File: config.mk
export PLATFORM = sky130hd
export DESIGN_NAME = duplicate_packet_filter
export DESIGN_NICKNAME = d
export VERILOG_FILES = /design/src/hdl/dpf_pkg.sv /design/src/hdl/duplicate_packet_filter.sv /design/src/hdl/dpf_cfg.sv /design/src/hdl/dpf_table.sv
export SDC_FILE = /design/constraint.sdc
export NUM_CORES = 1
export LEC_CHECK = 0
export ABC_AREA = 1
export BUFFER_PORTS_ARGS = -buffer_cell sky130_fd_sc_hd__buf_2
export CORE_ASPECT_RATIO = 0.6
export CORE_MARGIN = 2
export CORE_UTILIZATION = 57
export CTS_BUF_LIST = sky130_fd_sc_hd__clkbuf_8
export DETAILED_ROUTE_END_ITERATION = 10
export GPL_ROUTABILITY_DRIVEN = 0
export PLACE_DENSITY_LB_ADDON = 0.25
export SLEW_MARGIN = 15
export SYNTH_ARGS = -nofsm -noshare
export SYNTH_HDL_FRONTEND = slang
export SYNTH_HIERARCHICAL = 1
export SYNTH_SLANG_ARGS = --single-unit
File: constraint.sdc
create_clock -name i_clk -period 2.9 [get_ports i_clk]
set_input_delay 0.58 -clock i_clk [delete_from_list [all_inputs] [get_ports i_clk]]
set_output_delay 0.58 -clock i_clk [all_outputs]
set_load 0.02 [all_outputs]
File: src/hdl/dpf_pkg.sv
// ----------------------------------------------------------------------------
// dpf_pkg
// Shared types and constants of the duplicate packet filter.
// ----------------------------------------------------------------------------
package dpf_pkg;

    // APB address width: two 32-bit registers at byte offsets 0 and 4
    localparam int PADDR_W = 3;
    localparam int PDATA_W = 32;
    localparam int ADDR_W  = 16;
    localparam int SEQ_W   = 8;
    localparam int BYTE_W  = 8;

    // Register index, taken from paddr[2]
    typedef logic [0:0] t_reg_idx;
    localparam t_reg_idx REG_OWN_ADDRESS_LOW = 1'b0;
    localparam t_reg_idx REG_SINK_ADDRESS    = 1'b1;

    // Configuration values handed to the datapath
    typedef struct packed {
        logic [BYTE_W-1:0] own_address_low;
        logic [BYTE_W-1:0] sink_address;
    } t_cfg;

    // Lookup outcome for the packet under work
    typedef struct packed {
        logic is_duplicate;
        logic new_sender;
    } t_lookup;

endpackage

File: src/hdl/duplicate_packet_filter.sv
// ----------------------------------------------------------------------------
// duplicate_packet_filter
// Per-sender sequence number duplicate filter with APB configuration.
// ----------------------------------------------------------------------------
// A new packet beat can be taken in every clock cycle while the result side
// does not stall. A beat is captured in the input register, looked up against
// the sender table and written to the result register once that register is
// free or drains. A stalled result holds the input register, which then drops
// ready. The table lookup and its update happen in the same cycle, which lets
// the following packet see the updated table directly.
// The table is cleared at reset with no sweep.
module duplicate_packet_filter #(
    parameter int TABLE_ENTRIES = 4
) (
    input  logic                        i_clk,
    input  logic                        i_rst_n,
    // packet input
    input  logic                        i_in_valid,
    output logic                        o_in_ready,
    input  logic [dpf_pkg::ADDR_W-1:0]  i_sender_address,
    input  logic [dpf_pkg::SEQ_W-1:0]   i_sequence_number,
    // result output
    output logic                        o_out_valid,
    input  logic                        i_out_ready,
    output logic                        o_is_duplicate,
    output logic                        o_new_sender,
    output logic                        o_start_reply,
    // configuration
    input  logic                        psel,
    input  logic                        penable,
    input  logic                        pwrite,
    input  logic [dpf_pkg::PADDR_W-1:0] paddr,
    input  logic [dpf_pkg::PDATA_W-1:0] pwdata,
    output logic [dpf_pkg::PDATA_W-1:0] prdata,
    output logic                        pready
);

    dpf_pkg::t_cfg              cfg;
    dpf_pkg::t_lookup           lookup;

    logic                       r_in_valid;
    logic [dpf_pkg::ADDR_W-1:0] r_in_addr;
    logic [dpf_pkg::SEQ_W-1:0]  r_in_seq;
    logic                       r_out_valid;
    logic                       r_out_dup;
    logic                       r_out_fresh;
    logic                       r_out_reply;
    logic                       advance;
    logic                       not_sink;

    dpf_cfg u_cfg (
        .i_clk   (i_clk),
        .i_rst_n (i_rst_n),
        .psel    (psel),
        .penable (penable),
        .pwrite  (pwrite),
        .paddr   (paddr),
        .pwdata  (pwdata),
        .prdata  (prdata),
        .pready  (pready),
        .o_cfg   (cfg)
    );

    dpf_table #(
        .TABLE_ENTRIES (TABLE_ENTRIES)
    ) u_table (
        .i_clk    (i_clk),
        .i_rst_n  (i_rst_n),
        .i_addr   (r_in_addr),
        .i_seq    (r_in_seq),
        .i_update (advance),
        .o_lookup (lookup)
    );

    // handshake: input stage moves when the result register is free or drains
    assign advance    = r_in_valid && (!r_out_valid || i_out_ready);
    assign o_in_ready = !r_in_valid || advance;
    assign not_sink   = (cfg.own_address_low != cfg.sink_address);

    // stage valid bits
    always_ff @(posedge i_clk) begin
        if (!i_rst_n) begin
            r_in_valid  <= 1'b0;
            r_out_valid <= 1'b0;
        end else begin
            if (o_in_ready) r_in_valid <= i_in_valid;
            if (advance) begin
                r_out_valid <= 1'b1;
            end else if (i_out_ready) begin
                r_out_valid <= 1'b0;
            end
        end
    end

    // input capture
    always_ff @(posedge i_clk) begin
        if (o_in_ready && i_in_valid) begin
            r_in_addr <= i_sender_address;
            r_in_seq  <= i_sequence_number;
        end
    end

    // result register
    always_ff @(posedge i_clk) begin
        if (advance) begin
            r_out_dup   <= lookup.is_duplicate;
            r_out_fresh <= lookup.new_sender;
            r_out_reply <= !lookup.is_duplicate && not_sink;
        end
    end

    assign o_out_valid    = r_out_valid;
    assign o_is_duplicate = r_out_dup;
    assign o_new_sender   = r_out_fresh;
    assign o_start_reply  = r_out_reply;

    // a duplicate is never a new sender
    a_dup_not_fresh: assert property (@(posedge i_clk) disable iff (!i_rst_n)
        r_out_valid |-> !(r_out_dup && r_out_fresh))
        else $error("duplicate flagged for a new sender");

    // a duplicate never asks for a reply
    a_dup_no_reply: assert property (@(posedge i_clk) disable iff (!i_rst_n)
        r_out_valid && r_out_dup |-> !r_out_reply)
        else $error("reply requested for a duplicate");

    // a held input beat keeps its payload while the result side stalls
    a_in_hold: assert property (@(posedge i_clk) disable iff (!i_rst_n)
        r_in_valid && !advance |=> r_in_valid && $stable(r_in_addr) && $stable(r_in_seq))
        else $error("input stage lost a held beat");

    // result register is only replaced after it was taken or empty
    a_out_no_overwrite: assert property (@(posedge i_clk) disable iff (!i_rst_n)
        r_out_valid && !i_out_ready |-> !advance)
        else $error("result overwritten while stalled");

endmodule

File: src/hdl/dpf_cfg.sv
// ----------------------------------------------------------------------------
// dpf_cfg
// APB register file: own address low byte and sink address.
// ----------------------------------------------------------------------------
module dpf_cfg (
    input  logic                        i_clk,
    input  logic                        i_rst_n,
    input  logic                        psel,
    input  logic                        penable,
    input  logic                        pwrite,
    input  logic [dpf_pkg::PADDR_W-1:0] paddr,
    input  logic [dpf_pkg::PDATA_W-1:0] pwdata,
    output logic [dpf_pkg::PDATA_W-1:0] prdata,
    output logic                        pready,
    output dpf_pkg::t_cfg               o_cfg
);

    logic [dpf_pkg::BYTE_W-1:0] r_own;
    logic [dpf_pkg::BYTE_W-1:0] r_sink;
    logic                       wr_en;
    dpf_pkg::t_reg_idx          reg_idx;

    assign pready  = 1'b1;
    assign wr_en   = psel && penable && pwrite;
    assign reg_idx = paddr[2];

    // register writes on the access phase
    always_ff @(posedge i_clk) begin
        if (!i_rst_n) begin
            r_own  <= '0;
            r_sink <= dpf_pkg::BYTE_W'(1);
        end else if (wr_en) begin
            unique case (reg_idx)
                dpf_pkg::REG_OWN_ADDRESS_LOW: r_own  <= pwdata[dpf_pkg::BYTE_W-1:0];
                dpf_pkg::REG_SINK_ADDRESS:    r_sink <= pwdata[dpf_pkg::BYTE_W-1:0];
                default: ;
            endcase
        end
    end

    // read mux
    always_comb begin
        prdata = '0;
        unique case (reg_idx)
            dpf_pkg::REG_OWN_ADDRESS_LOW: prdata[dpf_pkg::BYTE_W-1:0] = r_own;
            dpf_pkg::REG_SINK_ADDRESS:    prdata[dpf_pkg::BYTE_W-1:0] = r_sink;
            default: ;
        endcase
    end

    assign o_cfg.own_address_low = r_own;
    assign o_cfg.sink_address    = r_sink;

endmodule

File: src/hdl/dpf_table.sv
// ----------------------------------------------------------------------------
// dpf_table
// Sender table: parallel address match, sequence compare, FIFO replacement.
// ----------------------------------------------------------------------------
module dpf_table #(
    parameter int TABLE_ENTRIES = 4
) (
    input  logic                       i_clk,
    input  logic                       i_rst_n,
    input  logic [dpf_pkg::ADDR_W-1:0] i_addr,
    input  logic [dpf_pkg::SEQ_W-1:0]  i_seq,
    input  logic                       i_update,
    output dpf_pkg::t_lookup           o_lookup
);

    localparam int IDX_W = (TABLE_ENTRIES > 1) ? $clog2(TABLE_ENTRIES) : 1;

    logic [dpf_pkg::ADDR_W-1:0] r_addr [TABLE_ENTRIES];
    logic [dpf_pkg::SEQ_W-1:0]  r_seq  [TABLE_ENTRIES];
    logic [TABLE_ENTRIES-1:0]   r_valid;
    logic [IDX_W-1:0]           r_ptr;
    logic [IDX_W-1:0]           n_ptr;

    logic [TABLE_ENTRIES-1:0]   match;
    logic [TABLE_ENTRIES-1:0]   seq_eq;
    logic [TABLE_ENTRIES-1:0]   free;
    logic [TABLE_ENTRIES-1:0]   free_low;
    logic [TABLE_ENTRIES-1:0]   ptr_oh;
    logic [TABLE_ENTRIES-1:0]   slot_oh;
    logic [TABLE_ENTRIES-1:0]   we_seq;
    logic [TABLE_ENTRIES-1:0]   we_new;
    logic                       hit;
    logic                       dup;
    logic                       any_free;

    // per-entry compares; at most one entry matches
    always_comb begin
        for (int i = 0; i < TABLE_ENTRIES; i++) begin
            match[i]  = r_valid[i] && (r_addr[i] == i_addr);
            seq_eq[i] = match[i] && (r_seq[i] == i_seq);
            ptr_oh[i] = (r_ptr == IDX_W'(i));
        end
    end

    assign hit      = |match;
    assign dup      = |seq_eq;
    assign free     = ~r_valid;
    assign any_free = |free;
    // isolate lowest free slot
    assign free_low = free & (~free + TABLE_ENTRIES'(1));
    assign slot_oh  = any_free ? free_low : ptr_oh;

    assign we_seq = i_update ? ((hit && !dup) ? match : (hit ? '0 : slot_oh)) : '0;
    assign we_new = (i_update && !hit) ? slot_oh : '0;

    // replace pointer moves only when a full table takes a new sender
    always_comb begin
        n_ptr = r_ptr;
        if (i_update && !hit && !any_free) begin
            n_ptr = (r_ptr == IDX_W'(TABLE_ENTRIES - 1)) ? '0 : r_ptr + IDX_W'(1);
        end
    end

    // control state
    always_ff @(posedge i_clk) begin
        if (!i_rst_n) begin
            r_valid <= '0;
            r_ptr   <= '0;
        end else begin
            r_valid <= r_valid | we_new;
            r_ptr   <= n_ptr;
        end
    end

    // entry payload
    always_ff @(posedge i_clk) begin
        for (int i = 0; i < TABLE_ENTRIES; i++) begin
            if (we_new[i]) r_addr[i] <= i_addr;
            if (we_seq[i]) r_seq[i]  <= i_seq;
        end
    end

    assign o_lookup.is_duplicate = dup;
    assign o_lookup.new_sender   = !hit;

endmodule
### Word level (Yosys, flattened, before mapping)

Memory sizes are Yosys's and may differ from the RTL's.
Cells that the tools add are included.
W data, S select, Z words.

| word-level totals | value |
|---|---|
| register bits after elaboration | 51 |
| bits in latches | 0 |
| RAM bits | 96 |
| ROM bits | 0 |
| input bits | 66 |
| output and inout port bits | 38 |
| word-level logic and storage cells | 99 |
| memories kept | 2 |

| cells by class | value |
|---|---|
| add/subtract/negate cells | 2 |
| $mul | 0 |
| divide/modulo/power cells | 0 |
| magnitude comparators | 0 |
| eq/ne operators | 12 |
| shift-type cells | 0 |
| muxes and demuxes | 34 |
| bitwise logic cells | 5 |
| reduce and logical (&&, ||, !) cells | 33 |

Memories:

| name | depth | bits a word | rd ports | clocked after memory_dff | wr ports | RTL line | text |
|---|---|---|---|---|---|---|---|
| u_table.r_addr | 4 | 16 | 4 | 0 | 1 | dpf_table.sv:18 | `logic [dpf_pkg::ADDR_W-1:0] r_addr [TABLE_ENTRIES];` |
| u_table.r_seq | 4 | 8 | 4 | 0 | 4 | dpf_table.sv:19 | `logic [dpf_pkg::SEQ_W-1:0] r_seq [TABLE_ENTRIES];` |

Operators with widths:

| cell | number |
|---|---|
| $eq A16 B16 Y1 | 4 |
| $mux W16 | 3 |
| $reduce_or A16 Y1 | 3 |
| $eq A8 B8 Y1 | 4 |
| $mux W1 | 21 |
| $mux W4 | 5 |
| $logic_and A1 B1 Y1 | 16 |
| $pmux W8 S2 | 1 |
| $reduce_or A4 Y1 | 3 |
| $mux W2 | 4 |
| $ne A8 B8 Y1 | 1 |
| $not A4 Y4 | 2 |
| $logic_not A1 Y1 | 5 |
| $add A4 B1 Y4 const B | 1 |
| $and A4 B4 Y4 | 1 |
| $eq A2 B2 Y1 const B | 2 |
| $or A4 B4 Y4 | 1 |
| $reduce_and A2 Y1 | 2 |
| $add A2 B1 Y2 const B | 1 |
| $eq A2 B1 Y1 const B | 1 |
| $logic_not A2 Y1 | 1 |
| $logic_or A1 B1 Y1 | 2 |
| $reduce_bool A2 Y1 | 1 |
| $not A1 Y1 | 1 |

### Logic depth before layout (Yosys ltp)

Gate-level depths: netlist (run 1).
An unclocked memory read counts as a cell.

| depth | value |
|---|---|
| depth in word-level cells | 13 |
| gate-level depth with buffers | 16 |
| mapped depth without buffers | 15 |

### Modules after synthesis

The synthesis (run 1) kept the hierarchy.

By module, submodules not included:

| module | times used | cells each | area an instance (um^2) | sequential area each (um^2) |
|---|---|---|---|---|
| dpf_table | 1 | 642 | 5525.3 | 3002.9 |
| duplicate_packet_filter | 1 | 84 | 1062.3 | 850.8 |
| dpf_cfg | 1 | 151 | 992.2 | 320.3 |

### Least setup slack after synthesis (run 1)

OpenSTA, ideal clock, no wires.

| timing | value |
|---|---|
| kind | reg2reg |
| start | reg r_in_addr[15] in the netlist's numbering |
| end | mem u_table/r_addr[3][0] in the netlist's numbering, enable pin |
| library setup time | 388 ps |
| arrival | 2113 ps |
| path slack | 399 ps |
| cell stages (with the launch flop) | 15 |
| path through | edfxtp_1 -> buf_4 -> inv_2 -> nand2_1 -> nand2_1 -> inv_1 -> nand3_1 -> nor2_2 -> nand3_2 -> nand2_2 -> nor2_4 -> nand2_4 -> inv_2 -> nand2_2 -> nor2_1 |

| on the way | value |
|---|---|
| elaborated cells between the ends (all ways) | 29 |
| those cells by class | eq/ne: 4; mux: 15; reduce/logical: 10 |

RTL lines:

| item | RTL line | text |
|---|---|---|
| start: declaration | duplicate_packet_filter.sv:42 | `logic [dpf_pkg::ADDR_W-1:0] r_in_addr;` |
| start signal: assignment | duplicate_packet_filter.sv:98 | `r_in_addr <= i_sender_address;` |
| $eq A16 B16 Y1 | dpf_table.sv:39 | `match[i] = r_valid[i] && (r_addr[i] == i_addr);` |
| $logic_and A1 B1 Y1 | dpf_table.sv:39 |  |
| $reduce_or A4 Y1 * | dpf_table.sv:45 | `assign hit = \|match;` |
| $logic_not A1 Y1 * | dpf_table.sv:54 | `assign we_new = (i_update && !hit) ? slot_oh : '0;` |
| $logic_and A1 B1 Y1 * | dpf_table.sv:54 |  |
| $mux W4 * | dpf_table.sv:54 |  |
| net u_table.we_new[3] | dpf_table.sv:31 | `logic [TABLE_ENTRIES-1:0] we_new;` |
| $mux W1 * | dpf_table.sv:78 | `if (we_new[i]) r_addr[i] <= i_addr;` |
| $mux W1 (implied by the code) * | dpf_table.sv:78 |  |
| $reduce_or A16 Y1 (no line) | n/a |  |
| $mux W2 (no line) or $mux W1 (tied branches) | n/a |  |
| end: declaration | dpf_table.sv:18 |  |

Mark *: on every way through the listed nets, which the timed path passes. The rest lies on a longest branch.

### Worst setup path after layout (run 1)

| timing | value |
|---|---|
| start | reg r_in_addr[14] in the netlist's numbering |
| end | mem u_table/r_addr[1][14] in the netlist's numbering, enable pin |

| on the way | value |
|---|---|
| cells in the longest elaborated chain, start to end | 12 |
| elaborated cells between the ends (all ways) | 29 |
| those cells by class | eq/ne: 4; mux: 15; reduce/logical: 10 |

RTL lines:

| item | RTL line |
|---|---|
| $eq A16 B16 Y1 | dpf_table.sv:39 |
| $logic_and A1 B1 Y1 | dpf_table.sv:39 |
| $reduce_or A4 Y1 * | dpf_table.sv:45 |
| $logic_not A1 Y1 * | dpf_table.sv:54 |
| $logic_and A1 B1 Y1 * | dpf_table.sv:54 |
| $mux W4 * | dpf_table.sv:54 |
| net u_table.we_new[1] | dpf_table.sv:31 |
| $mux W1 * | dpf_table.sv:78 |
| $mux W1 (implied by the code) * | dpf_table.sv:78 |
| $reduce_or A16 Y1 (no line) | n/a |
| $mux W2 (no line) or $mux W1 (tied branches) (3 in series) | n/a |

Marks and branches as above.

==> results of run 1 <==
## where the power goes
group	total (mW)	switching, mW	internal, mW
clock network	1.54	0.783	0.755
logic	0.371	0.253	0.118
registers	2.42	0.0705	2.35
## metal layers
layer / up-vias / GRT usage (%)
li1: 2852 / -
met1: 2520 / 38.35
met2: 276 / 33.07
met3: 23 / 9.917
met4: 0 / 7.948
met5: - / 0
## layout make-up
class                           instances  area (um^2)
Inverter                              144        543.0
Fill cell                            1120         4564
Timing Repair Buffer                   61        340.3
Clock buffer                           17        234.0
Clock inverter                         15        141.4
Sequential cell                       147         4174
Tap cell                              170        212.7
Multi-Input combinational cell        572         2683
## flip-flops by register name, summed over array words and instances (netlist names)
register	flops
r_in_addr	16
r_in_seq	8
u_cfg/r_sink	8
u_table/r_valid	4
o_is_duplicate	1
u_table/r_seq	32
u_table/r_ptr	2
u_cfg/r_own	8
u_table/r_addr	64
o_start_reply	1
r_in_valid	1
o_new_sender	1
o_out_valid	1
## worst max-delay path by stage
stage / start / endpoint / slack, ns / cells after the start
6_report: r_in_addr[14]$_DFFE_PP_ / u_table/r_addr[1][14]$_DFFE_PP_ / 0.14 / 10
3_3_place_gp: r_in_addr[10]$_DFFE_PP_ / u_table/r_addr[1][14]$_DFFE_PP_ / 0.28 / 11
4_1_cts: r_in_addr[10]$_DFFE_PP_ / u_table/r_addr[1][12]$_DFFE_PP_ / 0.21 / 11
5_1_grt: r_in_addr[10]$_DFFE_PP_ / u_table/r_addr[1][2]$_DFFE_PP_ / 0.001 / 11
2_1_floorplan: r_in_addr[15]$_DFFE_PP_ / u_table/r_addr[3][0]$_DFFE_PP_ / 0.40 / 14
3_5_place_dp: r_in_addr[10]$_DFFE_PP_ / u_table/r_addr[1][9]$_DFFE_PP_ / 0.25 / 11
## stage by stage
stage               instances  worst slack (ns)
floorplan                 900            0.3987
global route             1126          0.001181
finish                   1126            0.1440
CTS                      1126            0.2118
detailed placement       1094            0.2541
global placement         1094            0.2844
## cell families (layout without fill, tap and decap cells)
group                      after synthesis  in the layout  synth area share [%]
and+or+nand+nor                        476            476                 26.97
buffers and inverters                  181            237                 10.68
DFF                                    147            147                 55.07
AOI/OAI and AO/OA                       36             36                 2.938
xor gates and xnor gates                31             31                 3.582
adders and majority gates                4              4                0.6603
other                                    2             25               0.09908
## cells in the mapped netlist (11+ instances only)
| cell type | count |
|---|---|
| nor2_1 | 123 |
| inv_2 | 14 |
| inv_1 | 128 |
| buf_4 | 30 |
| nand3_1 | 31 |
| a21oi_1 | 12 |
| edfxtp_1 | 123 |
| xor2_1 | 20 |
| nand4_1 | 21 |
| dfxtp_1 | 24 |
| xnor2_1 | 11 |
| nand2_1 | 257 |
## critical path, delay by kind of cell (launching register included)
family        cells  cell delay [ns]
buf+inv           2             0.45
flops             1             0.53
xor+xnor          1             0.50
simple gates      7             0.87
==> impl_metrics.csv, run 1 <==
group,metric,value,unit
synth,synth_area,7580,um^2
timing,max_freq,0.3628,GHz
setup_path,crit_required,2.95,ns
route,drt_wl_total,17.25,mm
route,drtIter0Drc,613,
power_and_ir_drop,vdd_drop_max,289.5,uV
power_and_ir_drop,power.density,520.1,nW/um^2
floorplanning,rows,32,
timing,hold_viol_final,0,
timing,rsz0062_at_grt,"false",
clock_network,cts_hold_buffers,0,
cells_and_area,area_delta_synth_final,9.871,%
synth,synth_edf_count,123,
synth,synth_area_leaders,"edfxtp_1 49%, nand2_1 13%, dfxtp_1 6.3%, inv_1 6.3%, nor2_1 6.1%",
cells_and_area,insertedDiodeCount,0,
synth,synthCells,877,
setup_path,endpoint_kind,"flop",
setup_path,rrSetupSlack,0.14,ns
min_path,min_from,"i_sequence_number[4]",
run_status,outcome,"completed",
route,wl_met2,6.450,mm
timing,setup_tns,0,ns
placed_design,hpwl,12.58,mm
synth,async_flop_share,0,%
timing,holdWs,0.3021,ns
synth,yosys.area.top_type_share,48.73,%
setup_path,arrival,2.80,ns
cells_and_area,finalInstanceArea,8328,um^2
global_route,grt_max_degree,22,
floorplanning,fp.dieArea,14270,um^2
clock_network,path_clk_slew,0.09,ns
route,routed.top_layer,"met4",
timing,min_period_over_period,95.04,%
route,via_per_inst,5.036,
synth,ys.flop_type,"edfxtp_1",
setup_path,slowest_stage,"edfxtp_1",
synth,synth-warning-count,6,
cells_and_area,final_common_cell,"nand2_1",
global_route,grt_pass1_wl,27.12,mm
floorplanning,start_util,58.79,%
global_route,antenna_found_initial,0,
cells_and_area,final_util,64.60,%
timing,worst_pin_slew,0.8816,ns
timing,slew_violations,0,
cells_and_area,mostFrequentLayoutCells,"257 x nand2_1, 130 x inv_1, 123 x nor2_1, 123 x edfxtp_1, 52 x buf_2",
global_route,grt_util_all_layers,25.37,%
power_and_ir_drop,total_power,4.331,mW
setup_path,cp-start-kind,"flop",
synth,synth_area_per_cell,8.643,um^2
clock_network,cts_resized,0,
placed_design,post_dp_cell_area,7953,um^2
clock_network,cts_setup_buffers,0,
clock_network,clock_latency,0.45,ns
job,cap_violations,0,
min_path,min_path_cells,1,
floorplanning,io_pins,104,
cells_and_area,nets,1013,
global_route,grt_pass1_vias,5222,
global_route,grt-ovfl-total,0,
route,met3_length,2.191,mm
route,drtPass1Iterations,5,
synth,seq_area_frac_synth,55.07,%
clock_network,htreeDepth,4,
route,vias,5671,
clock_network,cts.sinks,147,
setup_path,critPathMostFrequentCell,"nand2_2",
clock_network,numCtsBuffers,17,
clock_network,cts_root_buf,"clkbuf_8",
timing,setup_violations,0,
route,remaining_drc_errors,0,
timing,relSlewSlack,41.16,%
route,ant_nets,0,
clock_network,clock_path_buffers,2,
placed_design,io_buffers,52,
setup_path,worstReg2RegStart,"r_in_addr[14]$_DFFE_PP_",
floorplanning,die_x,152.9,um
route,wl_met1,8.306,mm
clock_network,cts_tree,"built",
power_and_ir_drop,leakagePower,3.772,nW
setup_path,reg2regPathDepth,10,
timing,post-route-min-period,2.756,ns
synth,yosysUniqueCellTypes,40,
cells_and_area,drive_above_1_share,14.12,%
route,post_drt_wl_per_cell,15.32,um
min_path,min_to,"r_in_seq[4]$_DFFE_PP_",
setup_path,crit_fanout,16,
timing,worst_clock_skew,0.01391,ns
setup_path,crit_path_cell_trace,"xnor2_1 -> nand3_1 -> nor2_2 -> nand3_2 -> nand2_2 -> nor2_4 -> nand2_4 -> inv_2 -> nand2_2 -> inv_1",
setup_path,worstReg2RegEnd,"u_table/r_addr[1][14]$_DFFE_PP_",
synth,ys_ff_latch,147,
setup_path,path_class,"reg2reg",
floorplanning,fp.coreArea,12890,um^2
min_path,hold_path_class,"in2reg",
setup_path,max_stage_delay,0.53,ns
synth,yosysTopAreaCell,"edfxtp_1",
floorplanning,die_h,93.33,um
(Power assumes the default switching activity.)
==> run 2: changes to the inputs <==
Settings changed: MAX_ROUTING_LAYER from default to met4.
==> run 2 against run 1 <==
Net effect: first-iteration DRC count decreased by 0.49%; clock power about the same; sequential cell count unchanged; power about the same; sequential share of layout area unchanged.
==> impl_metrics.csv, run 2 (synthesis gave the netlist of run 1 again) <==
group,metric,value,unit
run_status,outcome,"completed",
floorplanning,rows,32,
placed_design,post_dp_cell_area,7953,um^2
cells_and_area,drive_above_1_share,14.12,%
cells_and_area,largest-register,"u_table/r_addr",
power_and_ir_drop,switchingPower,1.103,mW
timing,hold_viol_final,0,
route,vias,5670,
floorplanning,start_util,58.79,%
timing,min_period_over_period,93.88,%
timing,setup_violations,0,
setup_path,crit_fanout,16,
clock_network,numCtsBuffers,17,
setup_path,rrSetupSlack,0.18,ns
power_and_ir_drop,switching_share,25.49,%
clock_network,htreeDepth,4,
setup_path,slowest_stage,"edfxtp_1",
global_route,grt_util_all_layers,26.11,%
route,via_per_inst,5.036,
floorplanning,die_x,152.9,um
setup_path,cp-startpoint,"r_in_addr[14]$_DFFE_PP_",
timing,worst_clock_skew,0.01262,ns
setup_path,reg2regPathDepth,10,
route,ant_nets,0,
route,drtIter0Drc,610,
clock_network,cts_hold_buffers,0,
global_route,antenna_found_initial,0,
clock_network,cts_resized,0,
cells_and_area,mostFrequentLayoutCells,"257 x nand2_1, 130 x inv_1, 123 x nor2_1, 123 x edfxtp_1, 52 x buf_2",
placed_design,io_buffers,52,
power_and_ir_drop,power.density,519.6,nW/um^2
global_route,grt_max_degree,22,
route,remaining_drc_errors,0,
cells_and_area,final_common_cell,"nand2_1",
power_and_ir_drop,comb_power_share,8.5,%
min_path,hold_path_class,"in2reg",
clock_network,clock_path_buffers,2,
power_and_ir_drop,total_power,4.327,mW
timing,holdWs,0.3028,ns
power_and_ir_drop,p_clk_share,35.5,%
cells_and_area,area_delta_synth_final,9.871,%
global_route,grt-ovfl-total,0,
timing,rsz0062_at_grt,"false",
route,post_drt_wl_per_cell,15.26,um
timing,slew_violations,0,
cells_and_area,finalInstanceArea,8328,um^2
floorplanning,fp.coreArea,12890,um^2
setup_path,endpoint_kind,"flop",
timing,setup_tns,0,ns
clock_network,cts_root_buf,"clkbuf_8",
clock_network,clock_latency,0.45,ns
setup_path,crit_cells,10,
timing,worst_pin_slew,0.8670,ns
setup_path,arrival,2.77,ns
global_route,grt_pass1_vias,5224,
cells_and_area,reg_top3,"u_table/r_addr (64), u_table/r_seq (32), r_in_addr (16)",
power_and_ir_drop,leakagePower,3.772,nW
route,drtPass1Iterations,6,
setup_path,crit_path_cell_trace,"xnor2_1 -> nand3_1 -> nor2_2 -> nand3_2 -> nand2_2 -> nor2_4 -> nand2_4 -> inv_2 -> nand2_2 -> inv_1",
power_and_ir_drop,p_int,3.224,mW
setup_path,worstReg2RegStart,"r_in_addr[14]$_DFFE_PP_",
clock_network,cts.sinks,147,
floorplanning,fp.dieArea,14270,um^2
route,drt_wl_total,17.19,mm
cells_and_area,nets,1013,
power_and_ir_drop,vdd_drop_max,291.5,uV
job,cap_violations,0,
placed_design,hpwl,12.58,mm
timing,max_freq,0.3673,GHz
clock_network,path_clk_slew,0.09,ns
cells_and_area,fill_cells,1120,
clock_network,cts_tree,"built",
clock_network,cts_setup_buffers,0,
setup_path,crit_required,2.95,ns
setup_path,path_class,"reg2reg",
global_route,grt_pass1_wl,27.12,mm
setup_path,cp-start-kind,"flop",
timing,relSlewSlack,42.14,%
timing,post-route-min-period,2.722,ns
setup_path,critPathMostFrequentCell,"nand2_2",
setup_path,cp_top_family,"simple AND/OR/NAND/NOR gates",
setup_path,worstReg2RegEnd,"u_table/r_addr[1][15]$_DFFE_PP_",
setup_path,max_stage_delay,0.53,ns
floorplanning,io_pins,104,
setup_path,path_buf_inv,2,
cells_and_area,insertedDiodeCount,0,
cells_and_area,largest_reg_flops,64,
power_and_ir_drop,seq_power_share,56.0,%
floorplanning,die_h,93.33,um
setup_path,cp-endpoint,"u_table/r_addr[1][15]$_DFFE_PP_",
==> run 2: cell counts in the layout (fill, tap and decap cells not counted) <==
Identical to the previous run, type by type.
==> run 2: per-stage QoR <==
| step | setup slack, ns | utilization (%) | instances |
|---|---|---|---|
| floorplan | 0.3987 | - | 900 |
| global placement | 0.2844 | 61.68 | 1094 |
| detailed placement | 0.2541 | 61.68 | 1094 |
| CTS | 0.2118 | 64.60 | 1126 |
| global route | 0.009222 | 64.60 | 1126 |
| finish | 0.1775 | 64.60 | 1126 |
==> run 2: layer usage <==
layer / vias to the layer above / global-route usage [%] / share of wire, %
met5: - / - / 0
met4: 0 / 7.948 / 2.0
met3: 25 / 9.824 / 13
met2: 280 / 33.07 / 37
met1: 2511 / 38.44 / 48
li1: 2854 / - / -
==> run 2: power by group through the flow <==
stage                     combinational [mW]  sequential [mW]  clock (mW)
after detailed placement               0.360             2.47           0
after global routing                   0.415             2.43        1.66
after floorplan                        0.284             2.45           0
final                                  0.369             2.42        1.54
after CTS                              0.362             2.42        1.57
after global placement                 0.355             2.47           0
==> run 2: how the worst min path moves through the flow <==
stage                                  startpoint                       end  slack, ns  cells after the start
final                        i_sequence_number[4]     r_in_seq[4]$_DFFE_PP_       0.30                      1
after global routing         i_sequence_number[4]     r_in_seq[4]$_DFFE_PP_       0.28                      1
after CTS                    i_sequence_number[4]     r_in_seq[4]$_DFFE_PP_       0.28                      1
after detailed placement  r_in_valid$_SDFFE_PN0P_  o_out_valid$_SDFFE_PN0P_       0.48                      2
after global placement    r_in_valid$_SDFFE_PN0P_  o_out_valid$_SDFFE_PN0P_       0.46                      2
after floorplan           r_in_valid$_SDFFE_PN0P_  o_out_valid$_SDFFE_PN0P_       0.45                      2
==> run 2: area by class of cell <==
type	instances	area, um^2	share of cell area [%]
timing repair buffer	61	340.3	4.087
tap	170	212.7	2.554
sequential	147	4174	50.12
clock inverter	15	141.4	1.698
clock buffer	17	234.0	2.809
inverter	144	543.0	6.520
multi-input combinational	572	2683	32.21
==> run 3: changes to the inputs <==
Clock period 2.9 ns to 3 ns, I/O delays scaled along.
==> run 3 against run 2 <==
Net effect: critical path depth up 1; critical path type unchanged; cell count down 0.18%; hold slack better by 0.021 ns; clock skew up 0.0016 ns; sequential power down 3%; register-to-register slack about the same; sequential share of layout area up 0.083 points.
==> impl_metrics.csv, run 3 (synthesis gave the netlist of run 1 again) <==
group,metric,value,unit
route,post_drt_wl_per_cell,15.45,um
clock_network,cts_hold_buffers,0,
floorplanning,fp.coreArea,12890,um^2
min_path,hold_path_class,"in2reg",
cells_and_area,fill_cells,1096,
setup_path,path_class,"reg2reg",
cells_and_area,area_delta_synth_final,9.690,%
cells_and_area,multi_input_area,2683,um^2
setup_path,worstReg2RegStart,"r_in_addr[4]$_DFFE_PP_",
floorplanning,rows,32,
clock_network,cts_tree,"built",
cells_and_area,insertedDiodeCount,0,
timing,slew_violations,0,
placed_design,hpwl,12.64,mm
route,drt_wl_total,17.37,mm
route,drtPass1Iterations,5,
setup_path,arrival,2.88,ns
min_path,min_to,"r_in_addr[0]$_DFFE_PP_",
clock_network,path_clk_slew,0.08,ns
floorplanning,fp.dieArea,14270,um^2
timing,max_freq,0.3555,GHz
setup_path,reg2regPathDepth,11,
route,remaining_drc_errors,0,
min_path,min_from,"i_sender_address[0]",
power_and_ir_drop,power.density,503.1,nW/um^2
global_route,grt_util_all_layers,26.15,%
clock_network,numCtsBuffers,17,
timing,relSlewSlack,39.47,%
cells_and_area,mostFrequentLayoutCells,"257 x nand2_1, 131 x inv_1, 123 x nor2_1, 123 x edfxtp_1, 52 x buf_2",
floorplanning,die_h,93.33,um
clock_network,cts_root_buf,"clkbuf_8",
setup_path,cp-start-kind,"flop",
placed_design,dpl_worst_slack,0.3352,ns
timing,min_period_over_period,93.76,%
clock_network,cts_setup_buffers,0,
cells_and_area,largest-register,"u_table/r_addr",
timing,hold_viol_final,0,
job,cap_violations,0,
cells_and_area,ff_latch_area,4174,um^2
clock_network,clock_latency,0.44,ns
placed_design,io_buffers,52,
timing,setup_tns,0,ns
timing,worst_clock_skew,0.01421,ns
setup_path,crit_fanout,16,
setup_path,rrSetupSlack,0.19,ns
clock_network,clock_path_buffers,2,
global_route,antenna_found_initial,0,
cells_and_area,reg_top3,"u_table/r_addr (64), u_table/r_seq (32), r_in_addr (16)",
setup_path,endpoint_kind,"flop",
global_route,grt_max_degree,22,
route,via_per_inst,5.138,
route,ant_nets,0,
clock_network,cts.sinks,147,
min_path,min_path_cells,1,
floorplanning,start_util,58.79,%
global_route,grt_pass1_wl,27.39,mm
cells_and_area,nets,1011,
setup_path,crit_required,3.06,ns
floorplanning,die_x,152.9,um
power_and_ir_drop,leakagePower,3.768,nW
clock_network,htreeDepth,4,
run_status,outcome,"completed",
route,drtIter0Drc,754,
global_route,grt_pass1_vias,5220,
cells_and_area,drive_above_1_share,14.05,%
timing,setup_violations,0,
timing,rsz0062_at_grt,"false",
global_route,grt-ovfl-total,0,
setup_path,worstReg2RegEnd,"u_table/r_addr[1][14]$_DFFE_PP_",
timing,worst_pin_slew,0.9069,ns
cells_and_area,largest_reg_flops,64,
power_and_ir_drop,vdd_drop_max,277.1,uV
floorplanning,io_pins,104,
timing,setup_slack,0.1872,ns
clock_network,cts_resized,0,
timing,post-route-min-period,2.813,ns
cells_and_area,final_common_cell,"nand2_1",
route,vias,5775,
[run 3: cell count changes in the layout (fill, tap and decap cells not counted)]
| cell | change |
|---|---|
| buf_4 | -2 |
| inv_6 | -1 |
| clkinv_2 | +1 |
| clkinv_4 | +1 |
| inv_1 | +1 |
| clkinv_1 | -2 |
[run 3: layout make-up]
class,instances,area share (%)
flip-flops and latches,147,50.20
inverters,144,6.531
well taps,170,2.558
multi-input cells,572,32.26
clock buffers,17,2.814
repair buffers,59,3.913
clock inverters,15,1.716
[run 3: per-layer routing]
layer,GRT usage [%],routed length [um],share of wire [%],vias up
met3,8.063,2189,13,16
met5,-,0,0,-
met2,34.49,6885,40,300
met1,39.37,8186,47,2612
met4,5.787,107,0.62,0
li1,-,-,-,2847
[run 3: worst max-delay path by stage]
stage | cells after the start | startpoint | to
after detailed placement | 11 | r_in_addr[10]$_DFFE_PP_ | u_table/r_addr[1][14]$_DFFE_PP_
final | 11 | r_in_addr[4]$_DFFE_PP_ | u_table/r_addr[1][14]$_DFFE_PP_
after global placement | 11 | r_in_addr[10]$_DFFE_PP_ | u_table/r_addr[1][9]$_DFFE_PP_
after floorplan | 6 | i_out_ready | u_table/r_addr[3][0]$_DFFE_PP_
after CTS | 11 | r_in_addr[10]$_DFFE_PP_ | u_table/r_addr[1][5]$_DFFE_PP_
after global routing | 11 | r_in_addr[10]$_DFFE_PP_ | u_table/r_addr[1][14]$_DFFE_PP_
[run 3: through the flow]
| stage | instances | instance area [um^2] | power (mW) | hold slack [ns] | utilization [%] |
|---|---|---|---|---|---|
| floorplan | 900 | 7666 | 2.639 | 0.4473 | - |
| global route | 1124 | 8314 | 4.357 | 0.2913 | 64.49 |
| detailed placement | 1092 | 7938 | 2.734 | 0.4708 | 61.57 |
| finish | 1124 | 8314 | 4.183 | 0.3239 | 64.49 |
| CTS | 1124 | 8314 | 4.208 | 0.3023 | 64.49 |
| global placement | 1092 | 7938 | 2.724 | 0.4590 | 61.57 |
[run 3: worst max-delay path, stage by stage (launching register included)]
cell and delay, ns:
edfxtp_1 0.55, nor2_1 0.39, nor2_1 0.09, nand2_1 0.09, nor2_2 0.06, nand3_2 0.09, nand2_2 0.07, nor2_4 0.16
nand2_4 0.07, inv_2 0.10, nand2_2 0.07, inv_1 0.66
[run 3: where the power goes]
group          internal [mW]  switching [mW]
clock network          0.730           0.755
registers               2.27          0.0702
logic                  0.112           0.242
